`src/rtl/rsee_pkg.sv`:
```
// Shared types, constants and GF(256) helpers for the erasure parity encoder.
// Depends on nothing; the encoder unit, rsee_lane and rsee_drain refer to it by scoped names.
package rsee_pkg;

   // Default number of parity lanes built into the block.
   localparam int MAX_PARITY_DEF = 16;

   // Low byte of the field polynomial x^8+x^4+x^3+x^2+1.
   localparam logic [7:0] GF_REDUCE = 8'h1d;
   localparam logic [7:0] GF_ALPHA  = 8'h02;
   localparam logic [7:0] GF_ONE    = 8'h01;

   // Configuration reset values.
   localparam logic [7:0] DATA_COUNT_RST   = 8'd4;
   localparam logic [4:0] PARITY_COUNT_RST = 5'd2;

   // Configuration register indexes.
   localparam logic CSR_DATA_COUNT   = 1'b0;
   localparam logic CSR_PARITY_COUNT = 1'b1;

   // Per-byte control broadcast to all parity lanes.
   typedef struct packed {
      logic       step;   // a byte advances into the lanes this cycle
      logic       close;  // this byte is the last one of its column
      logic [7:0] data;   // the byte itself
   } lane_ctrl_type;

   // GF(256) multiply, shift-and-add over the eight bits of b.
   function automatic logic [7:0] gf_mul(input logic [7:0] a, input logic [7:0] b);
      logic [7:0] x;
      logic [7:0] r;
      x = a;
      r = '0;
      for (int i = 0; i < 8; i++) begin
         if (b[i]) begin
            r = r ^ x;
         end
         x = x[7] ? ({x[6:0], 1'b0} ^ GF_REDUCE) : {x[6:0], 1'b0};
      end
      return r;
   endfunction

   // alpha^n, evaluated at elaboration for the per-lane step coefficient.
   function automatic logic [7:0] gf_alpha_pow(input int n);
      logic [7:0] v;
      v = GF_ONE;
      for (int i = 0; i < n; i++) begin
         v = gf_mul(v, GF_ALPHA);
      end
      return v;
   endfunction

endpackage

```
`src/rtl/rsee_req_if.sv`:
```
// Request channel of the erasure parity encoder: one data byte per transfer.
// Depends on nothing.
interface rsee_req_if;
   logic       valid;
   logic       ready;
   logic [7:0] data_byte;

   modport source (output valid, output data_byte, input ready);
   modport sink (input valid, input data_byte, output ready);
endinterface

```
`src/rtl/rsee_rsp_if.sv`:
```
// Result channel of the erasure parity encoder: one parity byte per transfer.
// Depends on nothing.
interface rsee_rsp_if;
   logic       valid;
   logic       ready;
   logic [7:0] parity_byte;
   logic [3:0] parity_row;
   logic       last_parity;

   modport source (output valid, output parity_byte, output parity_row,
                   output last_parity, input ready);
   modport sink (input valid, input parity_byte, input parity_row,
                 input last_parity, output ready);
endinterface

```
`src/rtl/rs_erasure_parity_encoder_unit.sv`:
```
// Reed-Solomon erasure parity encoder, GF(256) with polynomial 0x11d, Vandermonde rows.
// Depends on rsee_pkg, rsee_req_if, rsee_rsp_if, rsee_lane and rsee_drain.
//
// Usage: data bytes enter on req_bus, column by column, one byte per source in
// source order; data_count bytes make a column. After a column's last byte the
// block sends one parity byte per active parity row on rsp_bus, rows in order,
// with parity_row and last_parity marking the final row of the column.
// csr_we writes data_count (index 0) or parity_count (index 1) from csr_wdata;
// write only while no request or result is in flight.
// Throughput: one byte per cycle. All parity lanes update in parallel from the
// input register, and a finished column moves into shadow registers that drain
// one row per cycle while the receiver takes them, as the next column accumulates.
// The closing byte of a column waits in the input register while the previous
// burst is still draining. After a close, the column moves from the input register
// into the shadow registers and its first parity byte then into the output register;
// the rest follow one per cycle while the receiver takes them.
// Reset clears the accumulators, powers, column position and both channels and
// restores data_count = 4, parity_count = 2. When the receiver stalls, the
// output register holds its byte, the burst pauses, and requests keep being
// accepted until a further column close finds the shadow registers still full.
module rs_erasure_parity_encoder_unit #(
   parameter int MAX_PARITY = rsee_pkg::MAX_PARITY_DEF
) (
   input  logic        clock,
   input  logic        reset,
   rsee_req_if.sink    req_bus,
   rsee_rsp_if.source  rsp_bus,
   input  logic        csr_we,
   input  logic        csr_index,
   input  logic [7:0]  csr_wdata
);

   localparam int CNT_W = $clog2(MAX_PARITY + 1);

   logic [7:0]                  data_count_ff;
   logic [7:0]                  data_count_in;
   logic [4:0]                  parity_count_ff;
   logic [4:0]                  parity_count_in;
   logic                        in_valid_ff;
   logic                        in_valid_in;
   logic [7:0]                  in_data_ff;
   logic [7:0]                  in_data_in;
   logic [7:0]                  source_pos_ff;
   logic [7:0]                  source_pos_in;
   logic [CNT_W-1:0]            rows_active;
   logic [7:0]                  need;
   logic [8:0]                  pos_plus;
   logic                        closes;
   logic                        advance;
   logic                        load;
   logic                        drain_busy;
   logic                        req_take;
   logic [MAX_PARITY-1:0]       lane_en;
   logic [MAX_PARITY-1:0][7:0]  acc_bus;
   rsee_pkg::lane_ctrl_type     lane_ctrl;

   // Configuration registers.
   always_comb begin
      data_count_in   = data_count_ff;
      parity_count_in = parity_count_ff;
      if (csr_we) begin
         unique case (csr_index)
            rsee_pkg::CSR_DATA_COUNT:   data_count_in   = csr_wdata;
            rsee_pkg::CSR_PARITY_COUNT: parity_count_in = csr_wdata[4:0];
            default: ;
         endcase
      end
   end

   // Active rows: zero counts as one, saturated to the lanes built.
   always_comb begin
      int rows_int;
      rows_int = int'(parity_count_ff);
      if (rows_int == 0) begin
         rows_int = 1;
      end
      if (rows_int > MAX_PARITY) begin
         rows_int = MAX_PARITY;
      end
      rows_active = CNT_W'(rows_int);
   end

   // Column position; zero data count closes a column on every byte.
   assign need     = (data_count_ff == 8'd0) ? 8'd1 : data_count_ff;
   assign pos_plus = {1'b0, source_pos_ff} + 9'd1;
   assign closes   = (pos_plus >= {1'b0, need});

   // A closing byte needs the shadow registers free; other bytes always move.
   assign advance = in_valid_ff && (!closes || !drain_busy);
   assign load    = advance && closes;

   // Input register.
   assign req_bus.ready = !in_valid_ff || advance;
   assign req_take      = req_bus.valid && req_bus.ready;

   always_comb begin
      in_valid_in   = in_valid_ff && !advance;
      in_data_in    = in_data_ff;
      source_pos_in = source_pos_ff;
      if (req_take) begin
         in_valid_in = 1'b1;
         in_data_in  = req_bus.data_byte;
      end
      if (advance) begin
         source_pos_in = closes ? 8'd0 : pos_plus[7:0];
      end
   end

   always_ff @(posedge clock) begin
      if (reset) begin
         data_count_ff   <= rsee_pkg::DATA_COUNT_RST;
         parity_count_ff <= rsee_pkg::PARITY_COUNT_RST;
         in_valid_ff     <= 1'b0;
         source_pos_ff   <= '0;
      end else begin
         data_count_ff   <= data_count_in;
         parity_count_ff <= parity_count_in;
         in_valid_ff     <= in_valid_in;
         source_pos_ff   <= source_pos_in;
      end
   end

   always_ff @(posedge clock) begin
      in_data_ff <= in_data_in;
   end

   // Parity lanes, one per row, all fed the same byte.
   assign lane_ctrl.step  = advance;
   assign lane_ctrl.close = closes;
   assign lane_ctrl.data  = in_data_ff;

   for (genvar g = 0; g < MAX_PARITY; g++) begin : g_lane
      assign lane_en[g] = (CNT_W'(g) < rows_active);

      rsee_lane #(
         .ROW (g)
      ) u_lane (
         .clock    (clock),
         .reset    (reset),
         .ctrl     (lane_ctrl),
         .en       (lane_en[g]),
         .acc_next (acc_bus[g])
      );
   end

   // Burst drain toward the result channel.
   rsee_drain #(
      .MAX_PARITY (MAX_PARITY),
      .CNT_W      (CNT_W)
   ) u_drain (
      .clock   (clock),
      .reset   (reset),
      .load    (load),
      .rows    (rows_active),
      .acc_bus (acc_bus),
      .rsp_bus (rsp_bus),
      .busy    (drain_busy)
   );

`ifndef SYNTHESIS
   // A column close always starts a burst.
   a_load_busy: assert property (@(posedge clock) disable iff (reset)
      load |=> drain_busy)
      else $error("column closed but drain not busy");

   // A column close restarts the column position.
   a_load_pos: assert property (@(posedge clock) disable iff (reset)
      load |=> (source_pos_ff == 8'd0))
      else $error("column position not cleared after close");

   // A byte held back in the input register is kept unchanged.
   a_hold_byte: assert property (@(posedge clock) disable iff (reset)
      (in_valid_ff && !advance) |=> (in_valid_ff && $stable(in_data_ff)))
      else $error("held request byte lost or changed");
`endif

endmodule

```
`src/rtl/rsee_lane.sv`:
```
// One parity row: accumulator and running coefficient power for row ROW.
// Depends on rsee_pkg for the GF(256) multiply and the lane control struct.
module rsee_lane #(
   parameter int ROW = 0
) (
   input  logic                   clock,
   input  logic                   reset,
   input  rsee_pkg::lane_ctrl_type ctrl,
   input  logic                   en,
   output logic [7:0]             acc_next
);

   // Coefficient step of this row, alpha^ROW.
   localparam logic [7:0] STEP_COEF = rsee_pkg::gf_alpha_pow(ROW);

   logic [7:0] acc_ff;
   logic [7:0] acc_in;
   logic [7:0] pow_ff;
   logic [7:0] pow_in;
   logic [7:0] acc_sum;
   logic [7:0] pow_step;

   // Product of the byte with the current power, and the next power.
   assign acc_sum  = acc_ff ^ rsee_pkg::gf_mul(ctrl.data, pow_ff);
   assign pow_step = rsee_pkg::gf_mul(pow_ff, STEP_COEF);

   // Value the row holds once this byte is in; captured at a column close.
   assign acc_next = en ? acc_sum : acc_ff;

   // Accumulate while enabled; every row clears when a column closes.
   always_comb begin
      acc_in = acc_ff;
      pow_in = pow_ff;
      if (ctrl.step) begin
         if (ctrl.close) begin
            acc_in = '0;
            pow_in = rsee_pkg::GF_ONE;
         end else if (en) begin
            acc_in = acc_sum;
            pow_in = pow_step;
         end
      end
   end

   always_ff @(posedge clock) begin
      if (reset) begin
         acc_ff <= '0;
         pow_ff <= rsee_pkg::GF_ONE;
      end else begin
         acc_ff <= acc_in;
         pow_ff <= pow_in;
      end
   end

endmodule

```
`src/rtl/rsee_drain.sv`:
```
// Shadow registers and output register that send a finished column's parity bytes.
// Depends on rsee_pkg and the rsee_rsp_if result channel.
module rsee_drain #(
   parameter int MAX_PARITY = rsee_pkg::MAX_PARITY_DEF,
   parameter int CNT_W      = $clog2(MAX_PARITY + 1)
) (
   input  logic                             clock,
   input  logic                             reset,
   input  logic                             load,
   input  logic [CNT_W-1:0]                 rows,
   input  logic [MAX_PARITY-1:0][7:0]       acc_bus,
   rsee_rsp_if.source                       rsp_bus,
   output logic                             busy
);

   logic [7:0]       shadow_ff [MAX_PARITY];
   logic [7:0]       shadow_in [MAX_PARITY];
   logic [CNT_W-1:0] left_ff;
   logic [CNT_W-1:0] left_in;
   logic [3:0]       row_cnt_ff;
   logic [3:0]       row_cnt_in;
   logic             busy_ff;
   logic             busy_in;
   logic             out_valid_ff;
   logic             out_valid_in;
   logic [7:0]       out_byte_ff;
   logic [7:0]       out_byte_in;
   logic [3:0]       out_row_ff;
   logic [3:0]       out_row_in;
   logic             out_last_ff;
   logic             out_last_in;
   logic             issue;
   logic             final_row;

   // Move the next row into the output register when it is free or being taken.
   assign issue     = busy_ff && (!out_valid_ff || rsp_bus.ready);
   assign final_row = (left_ff == CNT_W'(1));

   // Shadow shift line: loaded at a column close with row 0 at the head, shifted down as each row issues.
   always_comb begin
      for (int i = 0; i < MAX_PARITY; i++) begin
         shadow_in[i] = shadow_ff[i];
      end
      if (load) begin
         for (int i = 0; i < MAX_PARITY; i++) begin
            shadow_in[i] = acc_bus[i];
         end
      end else if (issue) begin
         for (int i = 0; i < MAX_PARITY - 1; i++) begin
            shadow_in[i] = shadow_ff[i + 1];
         end
      end
   end

   // Burst bookkeeping: rows left, row index and busy flag.
   always_comb begin
      left_in    = left_ff;
      row_cnt_in = row_cnt_ff;
      busy_in    = busy_ff;
      if (load) begin
         left_in    = rows;
         row_cnt_in = '0;
         busy_in    = 1'b1;
      end else if (issue) begin
         left_in    = left_ff - CNT_W'(1);
         row_cnt_in = row_cnt_ff + 4'd1;
         busy_in    = !final_row;
      end
   end

   // Output register.
   always_comb begin
      out_byte_in  = out_byte_ff;
      out_row_in   = out_row_ff;
      out_last_in  = out_last_ff;
      out_valid_in = out_valid_ff && !rsp_bus.ready;
      if (issue) begin
         out_valid_in = 1'b1;
         out_byte_in  = shadow_ff[0];
         out_row_in   = row_cnt_ff;
         out_last_in  = final_row;
      end
   end

   always_ff @(posedge clock) begin
      if (reset) begin
         busy_ff      <= 1'b0;
         out_valid_ff <= 1'b0;
         left_ff      <= '0;
         row_cnt_ff   <= '0;
      end else begin
         busy_ff      <= busy_in;
         out_valid_ff <= out_valid_in;
         left_ff      <= left_in;
         row_cnt_ff   <= row_cnt_in;
      end
   end

   always_ff @(posedge clock) begin
      for (int i = 0; i < MAX_PARITY; i++) begin
         shadow_ff[i] <= shadow_in[i];
      end
      out_byte_ff <= out_byte_in;
      out_row_ff  <= out_row_in;
      out_last_ff <= out_last_in;
   end

   assign busy                = busy_ff;
   assign rsp_bus.valid       = out_valid_ff;
   assign rsp_bus.parity_byte = out_byte_ff;
   assign rsp_bus.parity_row  = out_row_ff;
   assign rsp_bus.last_parity = out_last_ff;

`ifndef SYNTHESIS
   // Sending the final row of a burst frees the shadow registers.
   a_burst_ends: assert property (@(posedge clock) disable iff (reset)
      (issue && final_row) |=> !busy_ff)
      else $error("drain still busy after final row was sent");
`endif

endmodule
```
`src/flat_wrapper.sv`:
```
// flat-port wrapper written by rule: the top's interface ports become plain ports
module rs_erasure_parity_encoder_unit_flat 
#(
   parameter int MAX_PARITY = rsee_pkg::MAX_PARITY_DEF
)
  (clock, reset, csr_we, csr_index, csr_wdata, req_bus_valid, req_bus_data_byte, req_bus_ready, rsp_bus_valid, rsp_bus_parity_byte, rsp_bus_parity_row, rsp_bus_last_parity, rsp_bus_ready);
  rsee_req_if req_bus_i ();
  rsee_rsp_if rsp_bus_i ();
  input  logic clock;
  input  logic reset;
  input  logic csr_we;
  input  logic csr_index;
  input  logic [7:0] csr_wdata;
  input wire logic [$bits(req_bus_i.valid)-1:0] req_bus_valid;
  input wire logic [$bits(req_bus_i.data_byte)-1:0] req_bus_data_byte;
  output wire logic [$bits(req_bus_i.ready)-1:0] req_bus_ready;
  output wire logic [$bits(rsp_bus_i.valid)-1:0] rsp_bus_valid;
  output wire logic [$bits(rsp_bus_i.parity_byte)-1:0] rsp_bus_parity_byte;
  output wire logic [$bits(rsp_bus_i.parity_row)-1:0] rsp_bus_parity_row;
  output wire logic [$bits(rsp_bus_i.last_parity)-1:0] rsp_bus_last_parity;
  input wire logic [$bits(rsp_bus_i.ready)-1:0] rsp_bus_ready;
  assign req_bus_i.valid = req_bus_valid;
  assign req_bus_i.data_byte = req_bus_data_byte;
  assign req_bus_ready = req_bus_i.ready;
  assign rsp_bus_valid = rsp_bus_i.valid;
  assign rsp_bus_parity_byte = rsp_bus_i.parity_byte;
  assign rsp_bus_parity_row = rsp_bus_i.parity_row;
  assign rsp_bus_last_parity = rsp_bus_i.last_parity;
  assign rsp_bus_i.ready = rsp_bus_ready;
  rs_erasure_parity_encoder_unit #(.MAX_PARITY(MAX_PARITY)) u_core (.clock(clock), .reset(reset), .req_bus(req_bus_i), .rsp_bus(rsp_bus_i), .csr_we(csr_we), .csr_index(csr_index), .csr_wdata(csr_wdata));
endmodule
```
`config.mk`:
```
export PLATFORM = sky130hd
export DESIGN_NAME = rs_erasure_parity_encoder_unit_flat
export DESIGN_NICKNAME = d
export VERILOG_FILES = /design/src/rtl/rsee_pkg.sv /design/src/rtl/rsee_req_if.sv /design/src/rtl/rsee_rsp_if.sv /design/src/rtl/rs_erasure_parity_encoder_unit.sv /design/src/rtl/rsee_lane.sv /design/src/rtl/rsee_drain.sv /design/src/flat_wrapper.sv
export SDC_FILE = /design/constraint.sdc
export NUM_CORES = 2
export LEC_CHECK = 0
export BUFFER_PORTS_ARGS = -buffer_cell sky130_fd_sc_hd__buf_4
export CAP_MARGIN = 10
export CORE_MARGIN = 8
export CORE_UTILIZATION = 40
export DETAILED_ROUTE_END_ITERATION = 10
export HOLD_SLACK_MARGIN = 0.03
export PLACE_DENSITY = 0.54
export RECOVER_POWER = 100
export SYNTH_ARGS = -nofsm -noshare
export SYNTH_HDL_FRONTEND = slang
export SYNTH_SLANG_ARGS = --single-unit
```
`constraint.sdc`:
```
create_clock -name clock -period 13.8 [get_ports clock]
set_input_delay 1.38 -clock clock [delete_from_list [all_inputs] [get_ports clock]]
set_output_delay 1.38 -clock clock [all_outputs]
set_load 0.01 [all_outputs]
```
# Word level (Yosys, flattened, before mapping)
# Memories as Yosys holds them, arrays and structs flattened.
# Cells that the tools add are included.
[classes] n_addsub=3 magnitude_cmp=18 eq_ne=1 muxes=275 bitwise_logic=225 n_reduce_logical=52
[ops] op="$mux W8" n=185
[ops] op="$xor A8 B8 Y8" n=144
[ops] op="$mux W5" n=84
[ops] op="$not A4 Y4" n=80
[ops] op="$mux W120" n=2
[ops] op="$lt A4 B5 Y1 const A" n=8
[ops] op="$reduce_and A2 Y1" n=17
[ops] op="$reduce_bool A2 Y1" n=16
[ops] op="$lt A3 B5 Y1 const A" n=4
[ops] op="$lt A1 B5 Y1 const A" n=2
[ops] op="$lt A2 B5 Y1 const A" n=2
[ops] op="$add A8 B1 Y9 const B" n=1
[ops] op="$ge A9 B8 Y1" n=1
[ops] op="$logic_not A8 Y1" n=1
[ops] op="$logic_not A1 Y1" n=7
[ops] op="$logic_and A1 B1 Y1" n=6
[ops] op="$eq A5 B1 Y1 const B" n=1
[ops] op="$gt A5 B5 Y1 const B" n=1
[ops] op="$logic_not A5 Y1" n=1
[ops] op="$sub A5 B1 Y5 const B" n=1
[ops] op="$add A4 B1 Y4 const B" n=1
[ops] op="$mux W1" n=4
[ops] op="$logic_or A1 B1 Y1" n=3
[ops] op="$reduce_or A2 Y1" n=1
[ops] op="$not A1 Y1" n=1
[word_totals] ff_bits=302 ram_bits=128 inputBits=22 out_inout_bits=15 word_cells=618 n_memories=1
[memory_table] name="u_core.u_drain.shadow_ff" words=16 width=8 read_ports=16 rd_ports_with_merged_regs=0 wr=16 line="rsee_drain.sv:16" text="logic [7:0] shadow_ff [MAX_PARITY];"

# Depth between registers and ports, before layout
[depth] depth_word=19 mapped_depth=17 depth_no_buf=14

# Hierarchy
# A second synthesis with hierarchy kept.
[hier_totals] hier_cells=4831 hier_area_um2=41878.9
[modules_own_cells] mod="rsee_drain" instances=1 cells_per_inst=345 area_per_inst_um2=6271.0 seq_area_each_um2=4454.3
[modules_own_cells] mod="rsee_lane at u_core.g_lane[12].u_lane" instances=1 cells_per_inst=285 area_per_inst_um2=2439.8 seq_area_each_um2=320.3
[modules_own_cells] mod="rsee_lane at u_core.g_lane[5].u_lane" instances=1 cells_per_inst=292 area_per_inst_um2=2369.8 seq_area_each_um2=320.3
[modules_own_cells] mod="rsee_lane at u_core.g_lane[13].u_lane" instances=1 cells_per_inst=292 area_per_inst_um2=2306.0 seq_area_each_um2=320.3
[modules_own_cells] mod="rsee_lane at u_core.g_lane[8].u_lane" instances=1 cells_per_inst=288 area_per_inst_um2=2303.5 seq_area_each_um2=320.3
[modules_own_cells] mod="rsee_lane at u_core.g_lane[10].u_lane" instances=1 cells_per_inst=289 area_per_inst_um2=2294.7 seq_area_each_um2=320.3
[modules_own_cells] mod="rsee_lane at u_core.g_lane[4].u_lane" instances=1 cells_per_inst=270 area_per_inst_um2=2245.9 seq_area_each_um2=320.3
[modules_own_cells] mod="rsee_lane at u_core.g_lane[14].u_lane" instances=1 cells_per_inst=272 area_per_inst_um2=2210.9 seq_area_each_um2=320.3
[modules_own_cells] mod="rsee_lane at u_core.g_lane[6].u_lane" instances=1 cells_per_inst=267 area_per_inst_um2=2207.1 seq_area_each_um2=320.3
[modules_own_cells] mod="rsee_lane at u_core.g_lane[3].u_lane" instances=1 cells_per_inst=278 area_per_inst_um2=2203.4 seq_area_each_um2=320.3
[modules_own_cells] mod="rsee_lane at u_core.g_lane[11].u_lane" instances=1 cells_per_inst=284 area_per_inst_um2=2159.6 seq_area_each_um2=320.3
[modules_own_cells] mod="rsee_lane at u_core.g_lane[7].u_lane" instances=1 cells_per_inst=278 area_per_inst_um2=2150.8 seq_area_each_um2=320.3
[modules_own_cells] mod="rsee_lane at u_core.g_lane[15].u_lane" instances=1 cells_per_inst=287 area_per_inst_um2=2143.3 seq_area_each_um2=320.3
[modules_own_cells] mod="rsee_lane at u_core.g_lane[9].u_lane" instances=1 cells_per_inst=280 area_per_inst_um2=2117.0 seq_area_each_um2=320.3
[modules_own_cells] mod="4 more rows"

# Worst setup path before layout
# OpenSTA, ideal clock, no wires.
[synth_timing] path_type="reg-to-reg" start="register u_core.source_pos_ff[0] (netlist name)" end="memory u_core.u_drain.shadow_ff[0][0], enable pin" setup_time_ns=1.068 arrival_ns=4.904 t_required_ns=12.732 setup_slack_ns=7.827 path_stages_with_launch=16 period_less_slack_ns=5.973 path_cell_list="dfxtp_1 ha_1 and3_1 and3_1 clkbuf_1 xor2_1 ha_1 nand2_1 o21ai_0 a311oi_1 o21ai_2 nand3_1 buf_2 buf_2 buf_2 nand2_1"
[synth_rtl] item="end: declaration" line="rsee_drain.sv:16"

==> flow_metrics.env <==
export IMPL_vias=29500
export IMPL_synth_most_common_cell="nand2_1"
export IMPL_die_area_sq_um=94400
export IMPL_slowest_delay_ns=2.31
export IMPL_ctsHtreeMaxLevel=2
export IMPL_drcViolationCount=0
export IMPL_cts_resized_gates=0
export IMPL_synthCells=4298
export IMPL_tns_ns=0
export IMPL_ys_types=62
export IMPL_grt_usage_pct=24.8
export IMPL_yosysWarningCount=0
export IMPL_synth_top_area_cell="dfxtp_1"
export IMPL_yosysSeqAreaShare_pct=29.8
export IMPL_firstDrtPassIters=6
export IMPL_finalHoldViolations=0
export IMPL_synth_edf_count=149
export IMPL_hp_class="reg -> reg"
export IMPL_wl_per_cell_um=22.9
export IMPL_pwr_share_comb_pct=22.4
export IMPL_core_area_sq_um=84600
export IMPL_status="finished, violations left"
export IMPL_crit_required_ns=14.09
export IMPL_crit_buf_inv=3
export IMPL_drt_wl_total_mm=121
export IMPL_pre_cts_ws_ns=8.72
export IMPL_cts_root_buf="clkbuf_16"
export IMPL_n_antenna_cell=0
export IMPL_period_share_pct=68.0
export IMPL_cp_start_kind="flop"
export IMPL_p_leak_nw=13.1
export IMPL_fp_dieH_um=307
export IMPL_switching_share_pct=33.6
export IMPL_violations="capacitance limit, slew limit"
export IMPL_synth_area_top_cells="dfxtp_1 17%, xnor2_1 15%, nand2_1 13%"
export IMPL_finalSetupViolations=0
export IMPL_slew_headroom_pct=-118
export IMPL_ios=37
export IMPL_numCtsBuffers=52
export IMPL_cts_sinks=430
export IMPL_end_kind="flop"
export IMPL_syn_area_sq_um=33900
export IMPL_crit_chain="clkbuf_1 -> xor3_1 -> clkbuf_1 -> clkbuf_1 -> nand2_1 -> o22ai_1 -> a31oi_1 -> xor2_1 -> xnor2_1 -> or3_1 -> a31oi_1"
export IMPL_p_clk_share_pct=38.9
export IMPL_path_common_cell="clkbuf_1"
export IMPL_post_cts_buffers=0
export IMPL_clock_insertion_delay_worst_skew_ns=0.65
export IMPL_power_total_mw=3.61
export IMPL_fill_cells=8621
export IMPL_start_util_pct=40.1
export IMPL_grt_max_degree=113
export IMPL_vdd_drop_max_mv=0.0995
export IMPL_tritoncts="built"
export IMPL_cp_slowest_cell="clkbuf_1"
export IMPL_drive_above_1_share_pct=4.73
export IMPL_maxCapViolations=17
export IMPL_rsz0062_at_grt="false"
export IMPL_layout_setup_ws_ns=4.41
export IMPL_ant_nets=0
export IMPL_yosys_top_cells_count="1199 x nand2_1, 584 x xnor2_1, 339 x o21ai_0"
export IMPL_worst_slew_pin_slew_ns=3.26
export IMPL_cts_buffer_depth=3
export IMPL_crit_family="buffers and inverters"
export IMPL_clock_skew_ns=0.0341
export IMPL_synth_avg_cell_area_sq_um=7.89
export IMPL_slew_violations=578
export IMPL_pwr_share_seq_pct=38.7
export IMPL_final_nets=4112
export IMPL_criticalPathCategory="reg -> reg"
export IMPL_die_w_um=307
export IMPL_ys_async_sr_fraction_pct=0
export IMPL_gp_congestion=0.843
export IMPL_cts_hold_buf=0
export IMPL_viasPerCell=5.61
export IMPL_period_minus_slack_ns=9.39
export IMPL_first_global_vias=27500
export IMPL_row_count=107
export IMPL_clkTransAtPathRegs_ns=0.06
export IMPL_grt_pass1_wl_mm=179
export IMPL_yosysTopAreaCellShare_pct=16.6
export IMPL_hpwl_mm=73.8
export IMPL_port_buffers=36
export IMPL_powerDensity_nw_per_um2=99.3
export IMPL_ys_ff_latch=430
export IMPL_syn_num_nets=4332
export IMPL_synth_main_ff_cell="dfxtp_1"
export IMPL_power_switching_mw=1.21
export IMPL_p_int_mw=2.39
export IMPL_grt_ovfl_total=0
export IMPL_drt_iter0_markers=3185
export IMPL_area_growth_pct=7.10
export IMPL_crit_arrival_ns=9.67
export IMPL_crit_fanout=35
export IMPL_antenna_found_initial=1
export IMPL_fmax_mhz=107
-- metal layers --
layer | vias up | wire, um | GRT usage [%]
met2 | 1321 | 55300 | 40.8
met1 | 14200 | 50500 | 32.9
met4 | 0 | 4700 | 9.06
li1 | 13800 | - | -
met3 | 259 | 10200 | 3.84
met5 | - | 0 | 0
-- stage by stage --
step	instance area [sq um]	hold slack (ns)	utilization [%]	cells
floorplan	33900	0.400	-	4298
global placement	34800	0.402	41.1	5168
detailed placement	34800	0.405	41.1	5168
CTS	36500	0.420	43.2	5265
global route	36300	0.425	42.9	5265
finish	36300	0.416	42.9	5265
-- cell type report --
class	instances	area (sq um)	area share [%]
Clock inverter	25	305	0.840
Tap cell	1144	1430	3.94
Timing Repair Buffer	102	653	1.80
Multi-Input combinational cell	3450	22300	61.3
Sequential cell	430	10100	27.8
Clock buffer	72	1410	3.87
Inverter	42	158	0.434
-- power by group through the flow --
| stage | clock (mW) | sequential (mW) | combinational [mW] |
|---|---|---|---|
| after floorplan | 0 | 1.39 | 0.532 |
| after global placement | 0 | 1.42 | 0.791 |
| after detailed placement | 0 | 1.42 | 0.794 |
| after CTS | 1.44 | 1.39 | 0.797 |
| after global routing | 1.48 | 1.40 | 0.849 |
| final | 1.40 | 1.40 | 0.806 |
-- layout by cell type, fill, tap and decap left out, types with 84 or more instances in the layout --
cell      instances
nand2_1        1199
xnor2_1         581
o21ai_0         351
dfxtp_1         281
xor2_1          275
nor2_1          212
a21oi_1         175
edfxtp_1        149
xnor3_1         110
a22oi_1          84
-- worst paths after layout --
kind	slack (ns)	startpoint	end	cells past startpoint
hold / removal	0.42	u_core.u_drain.shadow_ff[0][3]	u_core.u_drain.rsp_bus.parity_byte[3]	0
setup reg to reg	4.41	u_core.in_data_ff[7]	u_core.u_drain.shadow_ff[0][52]	11
setup / recovery	4.41	u_core.in_data_ff[7]	u_core.u_drain.shadow_ff[0][52]	11
hold reg to reg	0.42	u_core.u_drain.shadow_ff[0][3]	u_core.u_drain.rsp_bus.parity_byte[3]	0
-- state kept, by name (all words and copies together) (netlist names), 5 cells and up --
name and cells:
u_core.u_drain.shadow_ff 128, u_core.data_count_ff 8, u_core.in_data_ff 8, u_core.source_pos_ff 8, u_core.u_drain.rsp_bus.parity_byte 8, u_core.g_lane.u_lane.pow_ff 120, u_core.parity_count_ff 5, u_core.g_lane.u_lane.acc_ff 128
u_core.u_drain.left_ff 5
-- worst register-to-register path: stages, from the launching register on --
cell	delay (ns)
edfxtp_1	0.52
clkbuf_1	2.31
xor3_1	1.66
clkbuf_1	1.82
clkbuf_1	1.36
nand2_1	0.26
o22ai_1	0.22
a31oi_1	0.07
xor2_1	0.19
xnor2_1	0.39
or3_1	0.18
a31oi_1	0.07
-- logic make-up after synthesis --
family          synth area share (%)
simple gates                    18.6
xor+xnor                        30.6
compound gates                  14.4
flops                           29.8
buf+inv                         5.06
mux                             1.17
fa+ha+maj                      0.443
Power figures use the tool's default switching activity.
